<file path="src/hdl/ssr_pkg.sv">
// Shared types, item codes and coil sequence tables of the stepper sequencer.
package ssr_pkg;

  // Item kinds
  localparam logic [1:0] KIND_LOAD  = 2'd0;
  localparam logic [1:0] KIND_START = 2'd1;
  localparam logic [1:0] KIND_TICK  = 2'd2;

  // Sequence modes (anything at or above MODE_HALF is half step)
  localparam logic [1:0] MODE_WAVE = 2'd0;
  localparam logic [1:0] MODE_FULL = 2'd1;
  localparam logic [1:0] MODE_HALF = 2'd2;

  localparam int unsigned TBL_DEPTH = 256;
  localparam int unsigned TBL_AW    = 8;

  localparam logic [3:0] WAVE_PAT [4] = '{4'd1, 4'd4, 4'd2, 4'd8};
  localparam logic [3:0] FULL_PAT [4] = '{4'd5, 4'd6, 4'd10, 4'd9};
  localparam logic [3:0] HALF_PAT [8] = '{4'd1, 4'd5, 4'd4, 4'd6,
                                          4'd2, 4'd10, 4'd8, 4'd9};

  typedef struct packed {
    logic [1:0]  kind;
    logic [7:0]  table_index;
    logic [31:0] table_value;
    logic [1:0]  seq_mode;
    logic        direction;
    logic [15:0] run_length;
  } in_item_t;

  typedef struct packed {
    logic [3:0] coils;
    logic       step_pulse;
    logic       running;
  } out_item_t;

  function automatic logic [3:0] seq_pattern(input logic [1:0] mode, input logic [2:0] ph);
    logic [3:0] pat;
    case (mode)
      MODE_WAVE: pat = WAVE_PAT[ph[1:0]];
      MODE_FULL: pat = FULL_PAT[ph[1:0]];
      default:   pat = HALF_PAT[ph];
    endcase
    return pat;
  endfunction

endpackage

</file>
<file path="src/hdl/ssr_if.sv">


interface ssr_out_if import ssr_pkg::*; ();
  logic      valid;
  logic      ready;
  out_item_t data;

  modport source (output valid, output data, input ready);
  modport sink (input valid, input data, output ready);
endinterface

</file>
<file path="src/hdl/ssr_out_fifo.sv">
// Two-entry result queue that decouples the sequencer from the output channel.
module ssr_out_fifo import ssr_pkg::*; (
  input  logic      clk_i,
  input  logic      rst_ni,
  input  logic      push_i,
  input  out_item_t item_i,
  output logic      full_o,
  ssr_out_if.source out_o
);

  out_item_t  entry_q [2];
  logic       wr_ptr_q, wr_ptr_d;
  logic       rd_ptr_q, rd_ptr_d;
  logic [1:0] count_q, count_d;
  logic       pop;

  assign pop        = out_o.valid & out_o.ready;
  assign out_o.valid = (count_q != 2'd0);
  assign out_o.data  = entry_q[rd_ptr_q];
  assign full_o      = (count_q == 2'd2);

  always_comb begin
    wr_ptr_d = wr_ptr_q ^ push_i;
    rd_ptr_d = rd_ptr_q ^ pop;
    count_d  = count_q;
    if (push_i && !pop) begin
      count_d = count_q + 2'd1;
    end else if (pop && !push_i) begin
      count_d = count_q - 2'd1;
    end
  end

  always_ff @(posedge clk_i or negedge rst_ni) begin
    if (!rst_ni) begin
      wr_ptr_q <= 1'b0;
      rd_ptr_q <= 1'b0;
      count_q  <= 2'd0;
    end else begin
      wr_ptr_q <= wr_ptr_d;
      rd_ptr_q <= rd_ptr_d;
      count_q  <= count_d;
    end
  end

  always_ff @(posedge clk_i) begin
    if (push_i) begin
      entry_q[wr_ptr_q] <= item_i;
    end
  end

endmodule

</file>
<file path="src/flat_wrapper.sv">
// flat-port wrapper written by rule: the top's interface ports become plain ports
module ssr_out_fifo_flat import ssr_pkg::*;
  (clk_i, rst_ni, push_i, item_i, full_o, out_o_valid, out_o_data, out_o_ready);
  ssr_out_if out_o_i ();
  input  logic clk_i;
  input  logic rst_ni;
  input  logic push_i;
  input  out_item_t item_i;
  output logic full_o;
  output wire logic [$bits(out_o_i.valid)-1:0] out_o_valid;
  output wire logic [$bits(out_o_i.data)-1:0] out_o_data;
  input wire logic [$bits(out_o_i.ready)-1:0] out_o_ready;
  assign out_o_valid = out_o_i.valid;
  assign out_o_data = out_o_i.data;
  assign out_o_i.ready = out_o_ready;
  ssr_out_fifo u_core (.clk_i(clk_i), .rst_ni(rst_ni), .push_i(push_i), .item_i(item_i), .full_o(full_o), .out_o(out_o_i));
endmodule
</file>
<file path="config.mk">
export PLATFORM = sky130hd
export DESIGN_NAME = ssr_out_fifo_flat
export DESIGN_NICKNAME = d
export VERILOG_FILES = /design/src/hdl/ssr_pkg.sv /design/src/hdl/ssr_if.sv /design/src/hdl/ssr_out_fifo.sv /design/src/flat_wrapper.sv
export SDC_FILE = /design/constraint.sdc
export NUM_CORES = 1
export LEC_CHECK = 0
export BUFFER_PORTS_ARGS = -buffer_cell sky130_fd_sc_hd__buf_4
export CORE_AREA = 2 2 39 41
export DETAILED_ROUTE_END_ITERATION = 8
export DIE_AREA = 0 0 41 43
export PLACE_DENSITY = 0.8
export SLEW_MARGIN = 20
export SYNTH_ARGS = -nofsm -noshare
export SYNTH_HDL_FRONTEND = slang
export SYNTH_SLANG_ARGS = --single-unit
export TNS_END_PERCENT = 1
</file>
<file path="constraint.sdc">
create_clock -name clk_i -period 2.7 [get_ports clk_i]
set_input_delay 0.405 -clock clk_i [delete_from_list [all_inputs] [get_ports clk_i]]
set_output_delay 0.405 -clock clk_i [all_outputs]
set_load 0.005 [all_outputs]
</file>
# Word-level counts from Yosys, hierarchy flattened

Memory sizes are Yosys's and may differ from the RTL's.
Index checks and enable logic that the tools add are counted.

RAM bits: 12
Register bits: 4
Logic and storage cells: 20
Memories kept: 1

Memories:

| name           | depth | bits a word | read ports | clocked after memory_dff | wr ports | line               | text |
|---|---|---|---|---|---|---|---|
| u_core.entry_q | 2     | 6           | 1          | 0                        | 1        | ssr_out_fifo.sv:11 | `out_item_t entry_q [2];` |

Bitwise logic cells: 3
Eq/ne operators: 1
Add/subtract/negate cells: 2
Reductions and logical operators: 6
Multiplexer cells: 4

Operators with widths:

| operator                                         | number |
|---|---|
| 2-to-1 mux 2 bit                                 | 2 |
| nonzero test 2 bit                               | 2 |
| adder 2 x 1 -> 2 bit, second input constant      | 1 |
| equality test 2 bit, second input constant       | 1 |
| logical AND 1 bit                                | 2 |
| zero test 1 bit                                  | 2 |
| 2-to-1 mux 1 bit                                 | 2 |
| subtractor 2 x 1 -> 2 bit, second input constant | 1 |
| bitwise XOR 1 bit                                | 2 |
| AND 1 bit                                        | 1 |

# Depth between registers and ports, before layout

Gate-level depths: netlist of run 1.

Depth after elaboration: 5
Mapped depth: 6
Depth with buffers taken out: 6

# Worst setup path before layout of run 1

Ideal clock, no wire load.

Path kind: reg-to-reg
From: register u_core.count_q[0]
To: register u_core.count_q[1]
Slack: 1404 ps
Required time: 2575 ps
Buffers on the path: 0
Period minus slack after synthesis: 1296 ps
Arrival: 1171 ps
Stages on the path, launching flop included: 7
Cell sequence: dfrtp_1 or2_4 nand2_4 ha_1 xor2_1 nor2_1 xor2_1

Longest elaborated chain between the ends: 5
Elaborated cells between the ends (all ways): 10
Those cells by class: add/sub (2); mux (2); bitwise (1); reduce/logical (5)

RTL lines:

| element                                                       | line               | text |
|---|---|---|
| start: declaration                                            | ssr_out_fifo.sv:14 | `logic [1:0] count_q, count_d;` |
| start signal: assignment                                      | ssr_out_fifo.sv:41 | `count_q <= count_d;` |
| nonzero test 2 bit (*)                                        | ssr_out_fifo.sv:18 | `assign out_o.valid = (count_q != 2'd0);` |
| net out_o_valid                                               | flat_wrapper.sv:10 | `output wire logic [$bits(out_o_i.valid)-1:0] out_o_valid;` |
| AND 1 bit (*)                                                 | ssr_out_fifo.sv:17 | `assign pop = out_o.valid & out_o.ready;` |
| zero test 1 bit                                               | ssr_out_fifo.sv:26 | `if (push_i && !pop) begin` |
| logical AND 1 bit                                             | ssr_out_fifo.sv:26 |  |
| 2-to-1 mux 2 bit / nonzero test 2 bit (equally long branches) | n/a                |  |

Mark *: on every way through the listed nets, which the timed path passes. The rest lies on a longest branch. The select of a mux whose other input is x is not followed.
A chain may end at the register's enable or synchronous reset.

# Final worst setup path of run 1

From: register u_core.rd_ptr_q
To: output out_o_data[5]

Longest elaborated chain between the ends: 1

RTL lines:

| element                  | line               | text |
|---|---|---|
| start: declaration       | ssr_out_fifo.sv:13 | `logic rd_ptr_q, rd_ptr_d;` |
| start signal: assignment | ssr_out_fifo.sv:40 | `rd_ptr_q <= rd_ptr_d;` |
| memory (2 x 6 bit)       | n/a                |  |
| end: declaration         | flat_wrapper.sv:11 | `output wire logic [$bits(out_o_i.data)-1:0] out_o_data;` |

No other way between the ends.

==> impl_summary.log, run 1 <==
[metrics] status: finished clean
[metrics] Filler Cells Inserted: 102
[metrics] total number of vias: 358
[metrics] routability congestion estimate: 0.650
[metrics] maximum fanout count along the critical path: 7
[metrics] pin slew with the least headroom to its limit: 0.308 ns
[metrics] non-filler instance count after layout: 73
[metrics] most area-consuming cells after synthesis: edfxtp_1 (56%), dfrtp_1 (16%), mux2_2 (10%)
[metrics] share of the synthesized area in the top cell type: 55.8%
[metrics] detailed-router iteration count before antenna repair: 5
[metrics] number of synthesized register bits: 16
[metrics] portion of the post-synthesis area used by sequential elements: 71.3%
[metrics] power density relative to cell area: 969 nW/µm²
[metrics] Post-Synthesis Cells: 36
[metrics] TritonCTS clock tree: built
[metrics] Port Buffers: 17
[metrics] ratio of final minimum period to clock period: 63.9%
[metrics] horizontal die dimension: 41 µm
[metrics] global-route wire length before repair: 1460 µm
[metrics] I/O pin count: 18
[metrics] synthesized area per cell: 17.9 µm²
[metrics] Max Transition Viols Final: 0
[metrics] startpoint-to-endpoint class of the critical path: flop to primary output
[metrics] H-tree Lvls: 1
[metrics] maximum frequency from static timing analysis: 580 MHz
[metrics] number of remaining DRC errors: 0
[metrics] data arrival at the endpoint of the critical path: 1.32 ns
[metrics] setup tns final: 0 ns
[metrics] Clock Path Buffers: 2
[metrics] setup repair after global routing missed its margin: false
[metrics] buffer type at the clock tree root: clkbuf_4
[metrics] Register-to-Register Setup Slack: 1.32 ns
[metrics] met1 usage in global routing: 14.0%
[metrics] cell area after synthesis: 646 µm²
[metrics] number of nets in the finished design: 71
[metrics] cts bufs inserted: 3
[metrics] GR Layer Usage met3: 4.71%
[metrics] minimum clock period: 1.72 ns
[metrics] Slew headroom: 79.5%
[metrics] quantity of gates resized following cts: 0
[metrics] total wire length: 986 µm
[metrics] DRC marker count from the first detailed-route iteration: 3
[metrics] Core ar.: 1380 µm²
[metrics] GR Util met2: 21.9%
[metrics] number of failing hold endpoints at the final stage: 0
[metrics] number of rows in the core area: 14
[metrics] number of nets produced by synthesis: 49
[metrics] later-pin clock latency in the skew report: 0.27 ns
[metrics] core occupancy in the finished layout: 60.3%
[metrics] most used cells in the layout excluding fill and tap cells: buf_4 (17), edfxtp_1 (12), mux2_2 (6)
[metrics] Clock Sink Count: 16
[metrics] VDD IR max: 0.000509 V
[metrics] final count of negative-setup-slack endpoints: 0
[metrics] initial standard-cell utilization of the core: 46.7%
[metrics] Routed Antenna Nets: 0
[metrics] number of antenna violations at the first check in global routing: 0
[metrics] wire length per cell after detailed routing: 13.5 µm
[metrics] fraction of layout cells with a size suffix above 1: 52.6%
[metrics] leakage power: 0.354 nW
[metrics] biggest area consumer among synthesized cells: edfxtp_1
[metrics] Antenna Diode Count: 0
[metrics] mean number of vias per cell: 4.90
[metrics] Required @ worst endpoint: 2.30 ns
[metrics] P&R area growth vs syn: 29.3%
[metrics] global-route usage over all layers: 13.2%
[metrics] most common cell after layout, fill and taps aside: buf_4
[metrics] synth unique cells: 12
[metrics] die height: 43 µm
[metrics] setup skew after layout: 0.00302 ns
[metrics] Critical Path Start Type: flop
[metrics] total power: 0.809 mW
[metrics] worst hold-check path type: input pin to flop
[metrics] aggregate global routing overflow: 0
[metrics] critical path endpoint category: primary output
[metrics] maximum number of pins on one net before global-route repair: 10
[metrics] most congested layer reported by global routing: met2
[metrics] synthesis warning total: 0
[metrics] number of global-route vias before repair: 360
[metrics] number of maximum-capacitance constraint violations: 0
[metrics] Placed Cells incl. Taps: 68
[metrics] clock transition at the registers of the reported paths: 0.09 ns
[metrics] overall die area: 1760 µm²
## state kept, by name, indices dropped and copies added, names as in the netlist
name and cells:
u_core.rd_ptr_q 1, u_core.wr_ptr_q 1, u_core.count_q 2, u_core.entry_q 12
## final timing paths
kind | startpoint | endpoint | depth (start not counted)
min reg2reg | u_core.count_q[1] | u_core.count_q[1] | 1
max reg2reg | u_core.count_q[1] | u_core.count_q[1] | 6
min | item_i[1] | u_core.entry_q[1][1] | 1
max | u_core.rd_ptr_q | out_o_data[5] | 2
max in group asynchronous | rst_ni | u_core.wr_ptr_q | 2
min in group asynchronous | rst_ni | u_core.count_q[1] | 2
## routing by layer
metal / vias to the layer above / wire, µm
met5: - / 0
met4: 0 / 42
met3: 6 / 52
met2: 16 / 493
met1: 168 / 398
li1: 168 / -
## through the flow
stage	hold WS, ns	worst slack, ns	instance area, µm²
6_report	0.313	0.976	835
5_1_grt	0.294	0.934	835
4_1_cts	0.304	0.969	835
3_5_place_dp	0.206	1.29	788
3_3_place_gp	0.205	1.29	788
2_1_floorplan	0.109	1.40	646
## timing repair
item                                    4_1_cts  5_1_grt
hold buffers                                  1        0
hold endpoints to repair                      4        0
buffers inserted                              0        0
endpoints found under the setup margin        0        0
## logic make-up after synthesis
group / synth area share [%]
mux: 10.5
buf+inv: 1.94
xor+xnor: 5.43
simple gates: 5.04
fa+ha+maj: 5.81
flops: 71.3
## critical path, stage by stage (launching register included)
cell	delay, ns
dfrtp_1	0.53
mux2_2	0.38
buf_4	0.13
## cells in the mapped netlist (all sizes together)
cell type	instances
buf	1
inv	2
xor2	2
and2b	1
nand2	1
mux2	6
or2	1
xnor2	2
dfrtp	4
nor2	1
edfxtp	12
ha	3
## power by group
group / switching, mW / internal (mW)
registers: 0.0503 / 0.338
logic: 0.0996 / 0.170
clock network: 0.0687 / 0.0819
total: 0.219 / 0.591
## cell type report
| type | count | area, µm² | area share (%) |
|---|---|---|---|
| repair buffers | 18 | 138 | 16.5 |
| clock buffers | 4 | 36.3 | 4.35 |
| inverters | 2 | 7.51 | 0.900 |
| multi-input cells | 17 | 173 | 20.7 |
| flip-flops and latches | 16 | 460 | 55.2 |
| well taps | 16 | 20.0 | 2.40 |
No activity file was read; power rests on OpenSTA's default activity.
==> run 2, diff against run 1 <==
--- a/config.mk
+++ b/config.mk
@@ -6,10 +6,10 @@
 export NUM_CORES = 1
 export LEC_CHECK = 0
 export BUFFER_PORTS_ARGS = -buffer_cell sky130_fd_sc_hd__buf_4
-export CORE_AREA = 2 2 39 41
+export CORE_MARGIN = 2
+export CORE_UTILIZATION = 43
 export DETAILED_ROUTE_END_ITERATION = 8
-export DIE_AREA = 0 0 41 43
-export PLACE_DENSITY = 0.8
+export PLACE_DENSITY = 0.75
 export SLEW_MARGIN = 20
 export SYNTH_ARGS = -nofsm -noshare
 export SYNTH_HDL_FRONTEND = slang
==> constraint.sdc (replaced) <==
create_clock -name clk_i -period 1.5 [get_ports clk_i]
set_input_delay 0.225 -clock clk_i [delete_from_list [all_inputs] [get_ports clk_i]]
set_output_delay 0.225 -clock clk_i [all_outputs]
set_load 0.005 [all_outputs]
==> impl_summary.log, run 2 (synthesis results as in run 1) <==
[metrics] Clock Sink Count: 16 (unchanged)
[metrics] startpoint of the lowest-slack hold path: item_i[1] (unchanged)
[metrics] total power: 1.48 mW (was 0.809 mW)
[metrics] global-route usage over all layers: 11.0% (was 13.2%)
[metrics] mean number of vias per cell: 4.77 (was 4.90)
[metrics] number of global-route vias before repair: 330 (was 360)
[metrics] cts bufs inserted: 3 (unchanged)
[metrics] Clock Path Buffers: 2 (unchanged)
[metrics] I/O pin count: 18 (unchanged)
[metrics] ratio of final minimum period to clock period: 97.1%
[metrics] minimum clock period: 1.46 ns
[metrics] Antenna Diode Count: 0 (unchanged)
[metrics] Core ar.: 1350 µm² (was 1380 µm²)
[metrics] total number of vias: 348 (was 358)
[metrics] VDD IR max: 0.000857 V (was 0.000509 V)
[metrics] initial standard-cell utilization of the core: 47.8% (was 46.7%)
[metrics] wire length per cell after detailed routing: 13.3 µm (was 13.5 µm)
[metrics] Port Buffers: 17 (unchanged)
[metrics] registers with the highest flip-flop counts: u_core.entry_q: 12 flops, u_core.count_q: 2 flops (unchanged)
[metrics] data arrival at the endpoint of the critical path: 1.23 ns (was 1.32 ns)
[metrics] overall die area: 1830 µm² (was 1760 µm²)
[metrics] final count of negative-setup-slack endpoints: 0 (unchanged)
[metrics] aggregate global routing overflow: 0 (unchanged)
[metrics] Required @ worst endpoint: 1.27 ns (was 2.30 ns)
[metrics] die height: 42.8 µm (was 43 µm)
[metrics] fraction of layout cells with a size suffix above 1: 55.2% (was 52.6%)
[metrics] number of antenna violations at the first check in global routing: 0 (unchanged)
[metrics] most used cells in the layout excluding fill and tap cells: buf_4 (18), edfxtp_1 (12), mux2_2 (6) (was buf_4 (17), edfxtp_1 (12), mux2_2 (6))
[metrics] Slew headroom: 80.4% (was 79.5%)
[metrics] TritonCTS clock tree: built (unchanged)
[metrics] most common cell after layout, fill and taps aside: buf_4 (unchanged)
[metrics] startpoint-to-endpoint class of the critical path: flop to primary output (unchanged)
[metrics] DRC marker count from the first detailed-route iteration: 0 (was 3)
[metrics] maximum fanout count along the critical path: 7 (unchanged)
[metrics] total wire length: 968 µm (was 986 µm)
[metrics] power density relative to cell area: 1760 nW/µm² (was 969 nW/µm²)
[metrics] number of remaining DRC errors: 0 (unchanged)
[metrics] routability congestion estimate: 0.573 (was 0.650)
[metrics] P&R area growth vs syn: 30.4% (was 29.3%)
[metrics] detailed-router iteration count before antenna repair: 1 (was 5)
[metrics] horizontal die dimension: 42.8 µm (was 41 µm)
[metrics] clock transition at the registers of the reported paths: 0.09 ns (about the same)
[metrics] register with the highest flop count: u_core.entry_q (unchanged)
[metrics] buffer type at the clock tree root: clkbuf_4 (unchanged)
[metrics] Critical Path Start Type: flop (unchanged)
[metrics] worst hold-check path type: input pin to flop (unchanged)
[metrics] critical path endpoint category: primary output (unchanged)
[metrics] leakage power: 0.358 nW (was 0.354 nW)
[metrics] Reg2Reg Launch Point: u_core.count_q[0] (was u_core.count_q[1])
[metrics] status: finished clean (unchanged)
[metrics] critical path startpoint: u_core.rd_ptr_q (unchanged)
[metrics] number of maximum-capacitance constraint violations: 0 (unchanged)
[metrics] pin slew with the least headroom to its limit: 0.294 ns (was 0.308 ns)
[metrics] setup skew after layout: 0.00550 ns (was 0.00302 ns)
[metrics] number of failing hold endpoints at the final stage: 0 (unchanged)
[metrics] Register-to-Register Setup Slack: 0.12 ns (was 1.32 ns)
[metrics] setup tns final: 0 ns (unchanged)
[metrics] placed wire-length estimate: 739 µm
[metrics] setup repair after global routing missed its margin: false (unchanged)
[metrics] Filler Cells Inserted: 115 (was 102)
[metrics] flip-flop count of the largest register after layout: 12 (unchanged)
[metrics] maximum number of pins on one net before global-route repair: 10 (unchanged)
[metrics] number of rows in the core area: 13 (was 14)
[metrics] Max Transition Viols Final: 0 (unchanged)
[metrics] later-pin clock latency in the skew report: 0.28 ns (was 0.27 ns)
[metrics] number of nets in the finished design: 72 (was 71)
[metrics] post-route design area: 842 µm² (was 835 µm²)
[metrics] maximum frequency from static timing analysis: 687 MHz
[metrics] H-tree Lvls: 1 (unchanged)
[metrics] Placed Area: 787 µm² (was 788 µm²)
[metrics] Routed Antenna Nets: 0 (unchanged)
[metrics] global-route wire length before repair: 1520 µm (was 1460 µm)
==> run 2: final timing paths <==
kind / endpoint / depth (start not counted)
min in group asynchronous: u_core.count_q[0] / 2
setup / recovery: out_o_data[0] / 2
hold / removal: u_core.entry_q[1][1] / 1
hold reg to reg: u_core.count_q[1] / 1
setup reg to reg: u_core.count_q[1] / 6
max in group asynchronous: u_core.rd_ptr_q / 2
==> run 2: what timing repair did <==
item | CTS | global route
hold buffers | 1 | 0
endpoints found under the setup margin | 6 | 1
resized for setup | 1 | 0
hold endpoints to repair | 4 | 0
buffers inserted | 0 | 1
==> run 2: through the flow <==
step | utilization [%] | hold slack (ns) | worst slack, ns | std cells
3_5_place_dp | 58.3 | 0.0269 | 0.144 | 67
4_1_cts | 61.8 | 0.125 | 0.0225 | 72
2_1_floorplan | - | -0.0706 | 0.204 | 36
3_3_place_gp | 58.3 | 0.0243 | 0.174 | 67
5_1_grt | 62.4 | 0.117 | 0.00814 | 73
6_report | 62.4 | 0.125 | 0.0435 | 73
==> run 2: final cells by class <==
type | count | area (µm²) | area share, %
multi-input combinational | 17 | 173 | 20.5
clock buffer | 4 | 36.3 | 4.31
inverter | 2 | 7.51 | 0.892
timing repair buffer | 19 | 145 | 17.2
tap | 15 | 18.8 | 2.23
sequential | 16 | 462 | 54.8
==> run 2: power by group <==
part	internal, mW	switching, mW
clock	0.147	0.128
combinational	0.324	0.184
sequential	0.612	0.0858
total	1.08	0.398
==> run 2: worst max-delay path, stage by stage, from the launching register on <==
cell	delay [ns]
dfrtp_2	0.46
mux2_2	0.36
buf_4	0.14
==> run 2: layer usage <==
layer / GRT usage, % / part of all wire [%] / up-vias
met5: 0 / 0 / -
met4: 1.88 / 0 / 0
met3: 2.55 / 6.1 / 0
met2: 18.5 / 55 / 11
met1: 14.6 / 39 / 166
li1: - / - / 171
